[config.mk]
export PLATFORM = sky130hd
export DESIGN_NAME = pmcf_blend
export DESIGN_NICKNAME = d
export VERILOG_FILES = /design/src/design/pmcf_pkg.sv /design/src/design/pmcf_blend.sv
export SDC_FILE = /design/constraint.sdc
export NUM_CORES = 1
export LEC_CHECK = 0
export ABC_AREA = 0
export CAP_MARGIN = 20
export CORE_MARGIN = 3
export CORE_UTILIZATION = 55
export CTS_BUF_LIST = sky130_fd_sc_hd__clkbuf_8
export DETAILED_ROUTE_END_ITERATION = 10
export DONT_BUFFER_PORTS = 1
export PLACE_DENSITY = 0.7
export SYNTH_ARGS = -nofsm -noshare
export SYNTH_HDL_FRONTEND = slang
export SYNTH_SLANG_ARGS = --single-unit
[constraint.sdc]
create_clock -name clk -period 13.45 [get_ports clk]
set_clock_uncertainty 0.05 [all_clocks]
set_input_delay 2.0175 -clock clk [delete_from_list [all_inputs] [get_ports clk]]
set_output_delay 2.0175 -clock clk [all_outputs]
set_load 0.005 [all_outputs]
[src/design/pmcf_pkg.sv]
// shared constants, types and helper functions for the pattern mask crossfade block
package pmcf_pkg;

	// pattern store geometry
	localparam int PATTERN_DEPTH = 16384;
	localparam int ADDR_W        = $clog2(PATTERN_DEPTH);

	// screen and pattern geometry
	localparam int MAX_LINE  = 1024;
	localparam int MAX_LINES = 1024;
	localparam int CNT_W     = 10;
	localparam int DIM_W     = CNT_W + 1;
	localparam int PROD_W    = DIM_W + CNT_W;

	// sample and phase widths
	localparam int PIX_W   = 8;
	localparam int PHASE_W = 8;

	// configuration port
	localparam int CFG_IDX_W = 3;
	localparam int CFG_W     = 11;

	localparam logic [CFG_IDX_W-1:0] CFG_SCREEN_WIDTH   = 3'd0;
	localparam logic [CFG_IDX_W-1:0] CFG_SCREEN_HEIGHT  = 3'd1;
	localparam logic [CFG_IDX_W-1:0] CFG_PATTERN_WIDTH  = 3'd2;
	localparam logic [CFG_IDX_W-1:0] CFG_PATTERN_HEIGHT = 3'd3;
	localparam logic [CFG_IDX_W-1:0] CFG_PHASE          = 3'd4;

	// input mode codes
	localparam logic MODE_LOAD  = 1'b0;
	localparam logic MODE_BLEND = 1'b1;

	typedef struct packed {
		logic [PIX_W-1:0] red;
		logic [PIX_W-1:0] green;
		logic [PIX_W-1:0] blue;
	} rgb_t;

	typedef struct packed {
		rgb_t after_rgb;
		rgb_t before_rgb;
		logic last;
	} pix_t;

	// zero acts as one, anything past the maximum acts as the maximum
	function automatic logic [DIM_W-1:0] size_of(input logic [DIM_W-1:0] v,
		input logic [DIM_W-1:0] max_v);
		logic [DIM_W-1:0] r;
		if (v == '0) begin
			r = DIM_W'(1);
		end else if (v > max_v) begin
			r = max_v;
		end else begin
			r = v;
		end
		return r;
	endfunction

	// weighted mix of two samples, weight in 255ths, result divided by 256
	function automatic logic [PIX_W-1:0] mix(input logic [PIX_W-1:0] a,
		input logic [PIX_W-1:0] b, input logic [PIX_W-1:0] w);
		logic [PIX_W-1:0]   inv;
		logic [2*PIX_W-1:0] sum;
		inv = {PIX_W{1'b1}} - w;
		sum = ({{PIX_W{1'b0}}, a} * {{PIX_W{1'b0}}, w})
			+ ({{PIX_W{1'b0}}, b} * {{PIX_W{1'b0}}, inv});
		return sum[2*PIX_W-1:PIX_W];
	endfunction

endpackage

[src/design/pmcf_blend.sv]
// weight clamp stage and per channel blend into the output register
module pmcf_blend (
	input  logic                          clk,
	input  logic                          arst_n,
	input  logic                          in_valid,
	output logic                          in_ready,
	input  logic [pmcf_pkg::PIX_W-1:0]    pattern,
	input  pmcf_pkg::pix_t                px,
	input  logic [pmcf_pkg::PHASE_W-1:0]  phase,
	output logic                          out_valid,
	input  logic                          out_ready,
	output logic [pmcf_pkg::PIX_W-1:0]    out_red,
	output logic [pmcf_pkg::PIX_W-1:0]    out_green,
	output logic [pmcf_pkg::PIX_W-1:0]    out_blue,
	output logic                          frame_end
);

	logic                        v_s3;
	logic [pmcf_pkg::PIX_W-1:0]  w_s3;
	pmcf_pkg::pix_t              px_s3;
	logic                        out_valid_q;
	logic                        en_out, en_s3;
	logic [pmcf_pkg::PIX_W+1:0]  diff;
	logic [pmcf_pkg::PIX_W-1:0]  weight;

	// stage enables
	assign en_out   = !out_valid_q || out_ready;
	assign en_s3    = !v_s3 || en_out;
	assign in_ready = en_s3;

	// weight = clamp(2*phase - pattern, 0, 255)
	assign diff = {1'b0, phase, 1'b0} - {2'b00, pattern};
	always_comb begin
		if (diff[pmcf_pkg::PIX_W+1]) begin
			weight = '0;
		end else if (diff[pmcf_pkg::PIX_W]) begin
			weight = {pmcf_pkg::PIX_W{1'b1}};
		end else begin
			weight = diff[pmcf_pkg::PIX_W-1:0];
		end
	end

	// weight stage valid
	always_ff @(posedge clk or negedge arst_n) begin
		if (!arst_n) begin
			v_s3 <= 1'b0;
		end else if (en_s3) begin
			v_s3 <= in_valid;
		end
	end

	// weight stage payload
	always_ff @(posedge clk) begin
		if (en_s3 && in_valid) begin
			w_s3  <= weight;
			px_s3 <= px;
		end
	end

	// output valid
	always_ff @(posedge clk or negedge arst_n) begin
		if (!arst_n) begin
			out_valid_q <= 1'b0;
		end else if (en_out) begin
			out_valid_q <= v_s3;
		end
	end

	// blended samples
	always_ff @(posedge clk) begin
		if (en_out && v_s3) begin
			out_red   <= pmcf_pkg::mix(px_s3.after_rgb.red, px_s3.before_rgb.red, w_s3);
			out_green <= pmcf_pkg::mix(px_s3.after_rgb.green, px_s3.before_rgb.green, w_s3);
			out_blue  <= pmcf_pkg::mix(px_s3.after_rgb.blue, px_s3.before_rgb.blue, w_s3);
			frame_end <= px_s3.last;
		end
	end

	assign out_valid = out_valid_q;

endmodule

==> flow_summary_export.csv <==
group,metric,value,unit
final_layout,multi_input_area,11300,um2
routing,ant_nets,0,
clock_network,cts_tree,"done",
setup_path,cpPeakStageDelay,0.95,ns
clock_network,cts_setup_buffers,0,
setup_path,crit_required,13.56,ns
clock_network,cts_buffer_depth,2,
timing,drv_slew,0,
timing,post-route-min-period,6.41,ns
timing,finalCritPeriodShare,0.477,
final_layout,fillers,2330,
routing,initialDrtViolationCount,439,
timing,setup_tns,0,ns
setup_path,critPathMaxFanout,25,
setup_path,crit_chain,"buf_4, nor2b_1, fa_1, inv_1, fa_1, inv_1, fa_1, fa_1, fa_1, inv_1, fa_1, inv_1, ha_1, o21a_1, o21ai_0, nor4_1, or3_1, a21oi_1, xnor2_1",
timing,setup_viol,0,
yosys,ys.flop_type,"edfxtp_1",
final_layout,n_antenna_cell,0,
setup_path,crit_start,"w_s3[2]$_SDFFCE_PN0P_",
yosys,syn_nets,2104,
place,portBuffers,0,
timing,fin_ws,7.04,ns
setup_path,critPathCaptureType,"flop",
final_layout,final_util,0.590,
setup_path,crit_type,"reg2reg",
routing,vias,9758,
setup_path,cp.arrival,6.52,ns
global_routing,grt_pass1_wl,52000,um
hold_path,min_path_type,"reg2reg",
floorplanning,start_util,0.568,
clock_network,cts_max_level,3,
floorplanning,num_rows,60,
timing,rsz0062_at_grt,"no",
final_layout,fin_nets,2083,
yosys,synth_seq_cells,84,
yosys,synth_cells,1562,
yosys,ys_seq_area_frac,0.161,
global_routing,overflow,0,
yosys,syn_avg_cell_area,9.97,um2
clock_network,cts_hold_buf,0,
routing,firstDrtPassIters,5,
clock_network,cts-resized-gates,0,
global_routing,grt_max_degree,49,
clock_network,cts_buffers,9,
floorplanning,die_h,174,um
final_layout,final_cells,1918,
run,cap_violations,0,
global_routing,antenna_found_initial,3,
clock_network,path_clk_slew,0.13,ns
place,place_inst,1902,
yosys,synth_cell_type_count,45,
final_layout,layout-drive-gt1-share,0.0233,
clock_network,clock_latency,0.42,ns
routing,vias_per_cell,5.09,
routing,wirelength,29800,um
outcome,outcome,"complete, no violations",
setup_path,crit_buf_inv,5,
global_routing,grt_pass1_vias,10800,
clock_network,clockRootBuffer,"clkbuf_8",
place,pre_cts_slack,7.13,ns
routing,drc,0,
yosys,synth_edf_count,82,
floorplanning,dieWidth,174,um
place,hpwl,23700,um
setup_path,slowest_stage,"edfxtp_1",
global_routing,grt_usage,0.212,
yosys,synth.area.top_cells,"fa_1 (37%), edfxtp_1 (16%), ha_1 (15%)",
final_layout,regArea,2510,um2
setup_path,cpMostUsedCell,"fa_1",
floorplanning,io_pins,96,
place,place_congestion,0.850,
floorplanning,die_area,30400,um2
yosys,netlist_top_cells_count,"inv_1 (417), fa_1 (286), ha_1 (187), nor2b_1 (137), and2_1 (107)",
final_layout,syn2layout_area_growth,3.77,%
yosys,synth_top_area_share,0.368,
timing,maxSlewHeadroom,0.405,
timing,worst_pin_slew,0.892,ns
yosys,synth_area_leader_cell,"fa_1",
setup_path,cp-start-kind,"flop",
yosys,yosysWarnings,0,
yosys,syn-cell-area,15600,um2
yosys,synth-async-reset-ratio,0.0238,
timing,hold_violations,0,
hold_path,min-delay-start,"px_s3[0]$_DFFE_PP_",
floorplanning,coreArea,27400,um2
timing,fmax,0.156,GHz
setup_path,rr_startpoint,"w_s3[2]$_SDFFCE_PN0P_",
routing,routedWlPerCell,15.5,um
clock_network,cts_sinks,84,
setup_path,critical-path-top-delay-family,"adder cells",
yosys,yosysMostFrequentCell,"inv_1",
## layer usage
| layer | vias up | wire length (um) | global-route usage |
|---|---|---|---|
| met5 | - | 28 | 0 |
| met4 | 4 | 623 | 0.0560 |
| met3 | 40 | 1360 | 0.0437 |
| met2 | 175 | 14800 | 0.367 |
| met1 | 4961 | 13000 | 0.274 |
| li1 | 4578 | - | - |
## path summary, 6_finish.rpt
path | slack, ns | cells past startpoint | end
worst min register to register | 0.39 | 0 | frame_end$_DFFE_PP_
worst min-delay path | 0.39 | 0 | frame_end$_DFFE_PP_
worst max register to register | 7.04 | 19 | out_blue[7]$_DFFE_PP_
min in group asynchronous | 1.24 | 0 | out_valid$_DFFE_PN0P_
max in group asynchronous | 12.04 | 0 | v_s3$_DFFE_PN0N_
worst max-delay path | 7.04 | 19 | out_blue[7]$_DFFE_PP_
## final cells by class
cell class | count | share of cell area
inverters | 417 | 0.0968
well taps | 372 | 0.0288
clock buffers | 9 | 0.00766
clock inverters | 7 | 0.00503
repair buffers | 9 | 0.00418
multi-input cells | 1020 | 0.702
flip-flops and latches | 84 | 0.155
## per-stage QoR
step           hold slack, ns  instance area, um2
2_1_floorplan           0.350               15600
3_3_place_gp            0.352               16000
3_5_place_dp            0.368               16000
4_1_cts                 0.396               16200
5_1_grt                 0.421               16200
6_report                0.390               16200
## sequential cells by signal, indices dropped and copies added (netlist names)
register   cells
out_valid      1
w_s3           8
out_blue       8
v_s3           1
out_red        8
frame_end      1
out_green      8
px_s3         49
## layout by cell type (no fill, tap or decap), types with 6 or more instances in the layout
cell type	n
buf_4	9
a21oi_1	25
nor2_1	14
inv_1	417
xor2_1	12
edfxtp_1	82
nand2_1	91
o21ai_0	17
o21a_1	8
fa_1	286
nand2b_1	64
nor3_1	6
clkbuf_8	9
ha_1	187
nor2b_1	137
xnor2_1	26
and2_1	105
## cells by family (layout without fill, tap and decap cells)
logic type                 Yosys count  in the layout  share of synthesized area
muxes                                1              1                   0.000723
and+or+nand+nor                    435            435                      0.158
adders and majority gates          473            473                      0.518
xor gates and xnor gates            38             38                     0.0214
DFF                                 84             84                      0.161
buffers and inverters              458            442                      0.110
AOI/OAI and AO/OA                   73             73                     0.0304
Power is not shown: default switching activity piles up to over one toggle a cycle in this logic, so the estimate is an artifact.
