## src/design/pmcf_pkg.sv

```systemverilog
// shared constants, types and helper functions for the pattern mask crossfade block
package pmcf_pkg;

	// pattern store geometry
	localparam int PATTERN_DEPTH = 16384;
	localparam int ADDR_W        = $clog2(PATTERN_DEPTH);

	// screen and pattern geometry
	localparam int MAX_LINE  = 1024;
	localparam int MAX_LINES = 1024;
	localparam int CNT_W     = 10;
	localparam int DIM_W     = CNT_W + 1;
	localparam int PROD_W    = DIM_W + CNT_W;

	// sample and phase widths
	localparam int PIX_W   = 8;
	localparam int PHASE_W = 8;

	// configuration port
	localparam int CFG_IDX_W = 3;
	localparam int CFG_W     = 11;

	localparam logic [CFG_IDX_W-1:0] CFG_SCREEN_WIDTH   = 3'd0;
	localparam logic [CFG_IDX_W-1:0] CFG_SCREEN_HEIGHT  = 3'd1;
	localparam logic [CFG_IDX_W-1:0] CFG_PATTERN_WIDTH  = 3'd2;
	localparam logic [CFG_IDX_W-1:0] CFG_PATTERN_HEIGHT = 3'd3;
	localparam logic [CFG_IDX_W-1:0] CFG_PHASE          = 3'd4;

	// input mode codes
	localparam logic MODE_LOAD  = 1'b0;
	localparam logic MODE_BLEND = 1'b1;

	typedef struct packed {
		logic [PIX_W-1:0] red;
		logic [PIX_W-1:0] green;
		logic [PIX_W-1:0] blue;
	} rgb_t;

	typedef struct packed {
		rgb_t after_rgb;
		rgb_t before_rgb;
		logic last;
	} pix_t;

	// zero acts as one, anything past the maximum acts as the maximum
	function automatic logic [DIM_W-1:0] size_of(input logic [DIM_W-1:0] v,
		input logic [DIM_W-1:0] max_v);
		logic [DIM_W-1:0] r;
		if (v == '0) begin
			r = DIM_W'(1);
		end else if (v > max_v) begin
			r = max_v;
		end else begin
			r = v;
		end
		return r;
	endfunction

	// weighted mix of two samples, weight in 255ths, result divided by 256
	function automatic logic [PIX_W-1:0] mix(input logic [PIX_W-1:0] a,
		input logic [PIX_W-1:0] b, input logic [PIX_W-1:0] w);
		logic [PIX_W-1:0]   inv;
		logic [2*PIX_W-1:0] sum;
		inv = {PIX_W{1'b1}} - w;
		sum = ({{PIX_W{1'b0}}, a} * {{PIX_W{1'b0}}, w})
			+ ({{PIX_W{1'b0}}, b} * {{PIX_W{1'b0}}, inv});
		return sum[2*PIX_W-1:PIX_W];
	endfunction

endpackage

```

## src/design/pmcf_scan.sv

```systemverilog
// raster scan counters and tiled pattern index generation
module pmcf_scan (
	input  logic                         clk,
	input  logic                         arst_n,
	input  logic                         step,
	input  logic [pmcf_pkg::DIM_W-1:0]   sw,
	input  logic [pmcf_pkg::DIM_W-1:0]   sh,
	input  logic [pmcf_pkg::DIM_W-1:0]   pw,
	input  logic [pmcf_pkg::DIM_W-1:0]   ph,
	output logic [pmcf_pkg::ADDR_W-1:0]  index,
	output logic                         last
);

	logic [pmcf_pkg::CNT_W-1:0]  pcol_q, prow_q, scol_q, srow_q;
	logic [pmcf_pkg::DIM_W-1:0]  pcol_n, prow_n, scol_n, srow_n;
	logic [pmcf_pkg::PROD_W-1:0] row_base;
	logic                        pcol_wrap, prow_wrap, scol_wrap, srow_wrap;

	// pattern index for the current pixel, reduced to the store depth
	assign row_base = pw * prow_q;
	assign index    = row_base[pmcf_pkg::ADDR_W-1:0]
		+ pmcf_pkg::ADDR_W'(pcol_q);

	// next values and wrap tests
	assign pcol_n    = pmcf_pkg::DIM_W'(pcol_q) + pmcf_pkg::DIM_W'(1);
	assign prow_n    = pmcf_pkg::DIM_W'(prow_q) + pmcf_pkg::DIM_W'(1);
	assign scol_n    = pmcf_pkg::DIM_W'(scol_q) + pmcf_pkg::DIM_W'(1);
	assign srow_n    = pmcf_pkg::DIM_W'(srow_q) + pmcf_pkg::DIM_W'(1);
	assign pcol_wrap = pcol_n >= pw;
	assign prow_wrap = prow_n >= ph;
	assign scol_wrap = scol_n >= sw;
	assign srow_wrap = srow_n >= sh;
	assign last      = scol_wrap && srow_wrap;

	// counter update on every accepted pixel
	always_ff @(posedge clk or negedge arst_n) begin
		if (!arst_n) begin
			pcol_q <= '0;
			prow_q <= '0;
			scol_q <= '0;
			srow_q <= '0;
		end else if (step) begin
			if (scol_wrap) begin
				scol_q <= '0;
				pcol_q <= '0;
				if (srow_wrap) begin
					srow_q <= '0;
					prow_q <= '0;
				end else begin
					srow_q <= srow_n[pmcf_pkg::CNT_W-1:0];
					prow_q <= prow_wrap ? '0 : prow_n[pmcf_pkg::CNT_W-1:0];
				end
			end else begin
				scol_q <= scol_n[pmcf_pkg::CNT_W-1:0];
				pcol_q <= pcol_wrap ? '0 : pcol_n[pmcf_pkg::CNT_W-1:0];
			end
		end
	end

endmodule

```

## config.mk

```make
export PLATFORM = sky130hd
export DESIGN_NAME = pmcf_scan
export DESIGN_NICKNAME = d
export VERILOG_FILES = /design/src/design/pmcf_pkg.sv /design/src/design/pmcf_scan.sv
export SDC_FILE = /design/constraint.sdc
export NUM_CORES = 1
export LEC_CHECK = 0
export BUFFER_PORTS_ARGS = -buffer_cell sky130_fd_sc_hd__buf_4
export CAP_MARGIN = 20
export CORE_MARGIN = 1.5
export CORE_UTILIZATION = 35
export DETAILED_ROUTE_END_ITERATION = 6
export HOLD_SLACK_MARGIN = 0.05
export SYNTH_ARGS = -nofsm -noshare
export SYNTH_HDL_FRONTEND = slang
export SYNTH_SLANG_ARGS = --single-unit
```

## constraint.sdc

```tcl
create_clock -name clk -period 13.4 [get_ports clk]
set_clock_uncertainty 0.2 [all_clocks]
set_input_delay 1.34 -clock clk [delete_from_list [all_inputs] [get_ports clk]]
set_output_delay 1.34 -clock clk [all_outputs]
set_load 0.005 [all_outputs]
```

==> results of run 1 <==
power breakdown:
group          leakage (nW)  switching (mW)  internal (mW)
combinational          3.06           0.141          0.144
clock                0.0798          0.0482         0.0875
sequential            0.516          0.0296          0.137
total                  3.66           0.219          0.368
per-stage QoR:
stage | utilization | hold slack, ps
floorplan | - | 273.2
global route | 0.4004 | 354.2
global placement | 0.3911 | 294.7
CTS | 0.4004 | 317.3
finish | 0.4004 | 315.4
detailed placement | 0.3911 | 297.8
path summary, 6_finish.rpt:
check,start,to,depth (start not counted)
max,pw[5],index[12],18
min,scol_q[8]$_DFFE_PN0P_,scol_q[8]$_DFFE_PN0P_,1
max reg2reg,srow_q[0]$_DFFE_PN0P_,srow_q[6]$_DFFE_PN0P_,10
min reg2reg,scol_q[8]$_DFFE_PN0P_,scol_q[8]$_DFFE_PN0P_,1
max in group asynchronous,arst_n,prow_q[6]$_DFFE_PN0P_,1
min in group asynchronous,arst_n,scol_q[9]$_DFFE_PN0P_,1
layer usage:
| layer | GRT usage | part of all wire | up-vias | wire length [um] |
|---|---|---|---|---|
| met5 | 0 | 0 | - | 0 |
| met2 | 0.2672 | 0.47 | 78 | 6395 |
| met4 | 0.02632 | 0.0048 | 0 | 65 |
| met3 | 0.01214 | 0.029 | 4 | 394 |
| met1 | 0.2112 | 0.50 | 2265 | 6759 |
| li1 | - | - | 2500 | - |
worst reg2reg max path, delay by kind of cell, from the launching register on:
family          cells  cell delay, ps
simple gates        4            1450
compound gates      3             860
fa+ha+maj           2             580
flops               1             440
xor+xnor            1             130
logic make-up (layout without fill, tap and decap cells):
group | after synthesis | after routing | synth area share
AO/OA/AOI/OAI | 108 | 108 | 0.1265
flip-flops | 40 | 40 | 0.1579
multiplexers | 4 | 4 | 0.006513
buffers and inverters | 179 | 223 | 0.1087
XOR/XNOR | 51 | 51 | 0.07046
adder cells (fa/ha/maj) | 144 | 144 | 0.3564
AND/OR/NAND/NOR | 220 | 220 | 0.1735
cell usage in the layout, fill, tap and decap left out, drive strengths merged, types with 3 or more instances in the layout:
cell,n
a211oi,5
a21o,6
a21oi,20
a22o,15
a31o,4
a31oi,4
a32o,6
and2,34
and3,9
buf,62
clkbuf,5
dfrtp,40
fa,61
ha,83
inv,152
mux2i,3
nand2,91
nand2b,4
nand3,22
nand4,6
nor2,29
nor2b,4
nor3,7
nor4b,3
o211ai,5
o21a,5
o21ai,20
o22ai,4
o31ai,5
or2,5
xnor2,38
xor2,13
flip-flops by register name, summed over array words and instances (netlist names):
name and flops:
srow_q 10, pcol_q 10, scol_q 10, prow_q 10
final cells by class:
cell class | instances | area, um2
Multi-Input combinational cell | 527 | 4649
Tap cell | 229 | 286.5
Sequential cell | 40 | 1001
Timing Repair Buffer | 62 | 465.4
Clock buffer | 5 | 125.1
Fill cell | 1818 | 10700
Inverter | 153 | 574.3
Clock inverter | 3 | 42.54
==> results.toml, run 1 <==
[status]
outcome = "finished clean"

[critical_path]
crit_chain = "buf_4, nand2_1, fa_1, inv_1, fa_1, inv_1, fa_1, inv_1, fa_1, inv_1, fa_1, inv_1, ha_1, or3_1, o31ai_1, nand3_1, o311ai_0, buf_4"
crit_family = "adder cells"
critPathLaunchType = "primary input"
crit_fanout = 10
worst-r2r-setup-slack_ps = 9600
worstPathRequired_ps = 11860
cp_num_buf_inv = 7
critPathCaptureType = "output port"
cp.arrival_ps = 5770
worst-setup-path-type = "primary input to output port"
critPathSlowestCell = "fa_1"
critical-path-max-stage-delay_ps = 550

[sta]
slew_violations = 0
worst_pin_slew_ps = 989.3
finalSetupViolCount = 0
rsz0062_at_grt = "no"
hold_viol_final = 0
maxSlewHeadroom = 0.3405
finalCriticalPeriod_ps = 7308
setup_ws_ps = 6092
fin_setup_tns_ps = 0
post-route-period-util = 0.5454
max_freq_ghz = 0.1368

[synth]
synth_cells = 746
synth_common_cells = "152 x inv_1, 91 x nand2_1, 83 x ha_1"
synth_seq_cells = 40
yosysTopAreaCell = "fa_1"
yosysMostFrequentCell = "inv_1"
yosys_warnings = 0
synth_cell_type_count = 54
synth_top_area_frac = 0.1926
ys_async_sr_fraction = 1.000
synth-seq-area-share = 0.1579
synthFlopType = "dfrtp_1"
syn_area_per_cell_um2 = 8.498
netlist_area_um2 = 6340
synth_edf_count = 0
syn_nets = 937
synth_area_leaders = "fa_1 19%, ha_1 16%, dfrtp_1 16%"

[placement]
portBuffers = 61
placedCellCount = 1011
dp_hpwl_um = 11100
pre_cts_ws_ps = 6040
place_congestion = 0.8001
placed_cell_area_um2 = 6977

[final_layout]
nets = 980
drive_gt1_frac = 0.1152
final_cells = 1019
design_area_um2 = 7144
antennaDiodeCount = 0
area_delta_synth_final_pct = 12.69

[clock_network]
cts_tree = "done"
clock_latency_ps = 280
postCtsHoldBufs = 0
cts_made_buffers = 5
cts_max_path_buffers = 2
clkSlewWorstSetupHoldPaths_ps = 60
cts_root_buffer = "clkbuf_16"
cts_sinks = 40
cts_setup_buffers = 0
cts_max_level = 2
cts_resized = 0

[drt]
wl_per_cell_um = 13.36
viasPerCell = 4.757
drc_errors = 0
routed-via-count = 4847
antenna_violating_nets_post_route = 0
dr.pass1.iters = 7
first_iter_violations = 220
wirelength_um = 13610

[pwr]
peakVddDrop_mv = 0.05547
powerDensity_nw_per_um2 = 82.18
power_uw = 587.1
p_leak_nw = 3.660

[die]
dieArea_um2 = 18930
die_x_um = 137.6
ios = 62
dieHeight_um = 137.6
initial_utilization = 0.3554
fp.coreArea_um2 = 17840
rows = 49

[global_route]
grt_pass1_vias = 4889
grt_overflow = 0
gr-usage-all-layers = 0.1538
grt_start_max_net_pins = 41
grt_pass1_wl_um = 23240
antenna_found_initial = 0

[min_path]
hold_class = "flop to flop"

[flow_run]
drv_cap = 0
No activity file was read; power rests on OpenSTA's default activity.
==> run 2: changes to the inputs <==
clock period = 6.09 ns   (was 13.4 ns; I/O delays follow)
==> run 2 against run 1 <==
Register-to-register slack worse by 7200 ps. Critical path depth is the same. Total power is 120% higher.
==> results.toml, run 2 (synthesis gave the netlist of run 1 again) <==
[clock_network]
cts_made_buffers = 5
cts_tree = "done"
cts_max_path_buffers = 2
cts_sinks = 40
clkSlewWorstSetupHoldPaths_ps = 60
cts_max_level = 2
cts_root_buffer = "clkbuf_16"
clock_latency_ps = 280

[pwr]
powerDensity_nw_per_um2 = 179.8
p_leak_nw = 3.690
peakVddDrop_mv = 0.1454

[critical_path]
critical-path-max-stage-delay_ps = 540
cp.depth = 18
crit_fanout = 11
reg2reg_depth = 10
critical_path.endpoint = "index[13]"
cp_num_buf_inv = 6
rr_startpoint = "srow_q[0]$_DFFE_PN0P_"
critPathMostFrequentCell = "fa_1"
critPathLaunchType = "primary input"
crit_chain = "buf_4, and2_1, fa_1, inv_1, fa_1, inv_1, fa_1, fa_1, inv_1, fa_1, inv_1, ha_1, or2_2, a21oi_2, a21oi_1, a31oi_1, xnor2_1, buf_4"
r2r-end = "srow_q[6]$_DFFE_PN0P_"
worst-setup-path-type = "primary input to output port"
crit_family = "adder cells"
critPathCaptureType = "output port"
worstPathRequired_ps = 5280
worst-r2r-setup-slack_ps = 2420
crit_start = "pw[3]"
critPathSlowestCell = "fa_1"
cp.arrival_ps = 4980

[sta]
rsz0062_at_grt = "no"
post-route-period-util = 0.9499
setup_ws_ps = 305.1
finalCriticalPeriod_ps = 5785
maxSlewHeadroom = 0.3637
hold_viol_final = 0
slew_violations = 0
worst_pin_slew_ps = 954.4
fin_setup_tns_ps = 0
finalSetupViolCount = 0
max_freq_ghz = 0.1729

[die]
die_x_um = 137.6
dieArea_um2 = 18930
ios = 62
initial_utilization = 0.3554
fp.coreArea_um2 = 17840
rows = 49
dieHeight_um = 137.6

[final_layout]
antennaDiodeCount = 0
drive_gt1_frac = 0.1389
mostFrequentLayoutCells = "152 x inv_1, 91 x nand2_1, 83 x ha_1, 71 x buf_4, 61 x fa_1"
nets = 989
fill_cells = 1819
area_delta_synth_final_pct = 14.11
final_common_cell = "inv_1"

[drt]
first_iter_violations = 216
dr.pass1.iters = 4
drc_errors = 0
wirelength_um = 13830
antenna_violating_nets_post_route = 0
viasPerCell = 4.839
wl_per_cell_um = 13.45
routed-via-count = 4975

[min_path]
hold_class = "primary input to async pin"

[global_route]
grt_overflow = 0
grt_pass1_vias = 5001
grt_start_max_net_pins = 41
gr-usage-all-layers = 0.1574
grt_pass1_wl_um = 23890
antenna_found_initial = 0

[placement]
portBuffers = 61
pre_cts_ws_ps = 240.0
place_congestion = 0.8200
dp_hpwl_um = 11410

[status]
outcome = "finished clean"

[flow_run]
drv_cap = 0
-- run 2: cell count changes in the layout (fill, tap and decap cells not counted) --
cell,change
dfrtp_2,+9
a21oi_1,-1
o221ai_2,+1
o31ai_1,-1
clkinvlp_4,-1
buf_4,+9
o221ai_1,-1
dfrtp_1,-9
a21oi_2,+1
o31ai_2,+1
clkbuf_1,+1
-- run 2: layer usage --
metal	track usage	vias to the layer above	routed length, um
met5	0	-	0
met4	0.02749	0	78
li1	-	2516	-
met3	0.01177	6	373
met2	0.2714	76	6526
met1	0.2183	2377	6850
-- run 2: metrics by stage --
stage | utilization | std cells | instance area [um2] | hold slack [ps] | power (mW)
floorplan | - | 746 | 6340 | 113.4 | 0.7982
global placement | 0.3932 | 1016 | 7014 | 295.6 | 0.9999
detailed placement | 0.3932 | 1016 | 7014 | 295.6 | 1.009
CTS | 0.4023 | 1024 | 7178 | 136.2 | 1.312
global route | 0.4055 | 1028 | 7234 | 156.5 | 1.440
finish | 0.4055 | 1028 | 7234 | 104.9 | 1.301
-- run 2: worst min-delay path by stage --
stage                                     start                     to  slack (ps)  cells past startpoint
final                                    arst_n  scol_q[9]$_DFFE_PN0P_         100                      1
after global routing                     arst_n  scol_q[8]$_DFFE_PN0P_         160                      1
after CTS                                arst_n  prow_q[6]$_DFFE_PN0P_         140                      1
after detailed placement  scol_q[8]$_DFFE_PN0P_  scol_q[8]$_DFFE_PN0P_         300                      1
after global placement    scol_q[8]$_DFFE_PN0P_  scol_q[8]$_DFFE_PN0P_         300                      1
after floorplan                          arst_n  pcol_q[0]$_DFFE_PN0P_         110                      0
-- run 2: power by group --
group | total, mW | switching [mW] | internal [mW]
Sequential | 0.369 | 0.0663 | 0.303
Clock | 0.299 | 0.106 | 0.193
Combinational | 0.633 | 0.315 | 0.318
Total | 1.30 | 0.487 | 0.814
-- run 2: final cells by class --
cell class | instances | area [um2] | share of cell area
clock buffer | 6 | 128.9 | 0.01781
sequential | 40 | 1012 | 0.1399
tap | 229 | 286.5 | 0.03961
inverter | 153 | 574.3 | 0.07938
clock inverter | 2 | 35.03 | 0.004843
multi-input combinational | 527 | 4664 | 0.6448
timing repair buffer | 71 | 533.0 | 0.07368
-- run 2: timing repair --
item	in CTS	in global routing
gates resized for setup	0	12
hold buffers	0	0
buffers inserted	0	4
endpoints found under the setup margin	0	3
-- run 2: worst reg2reg max path, cell delays in order (launching register included) --
cell and delay [ps]:
dfrtp_1 450, ha_1 270, nand3_1 160, nor4_1 570, xnor2_1 140, ha_1 310, nand4_1 140, a221oi_1 440
a21o_1 280, or2_0 460, o22ai_2 130
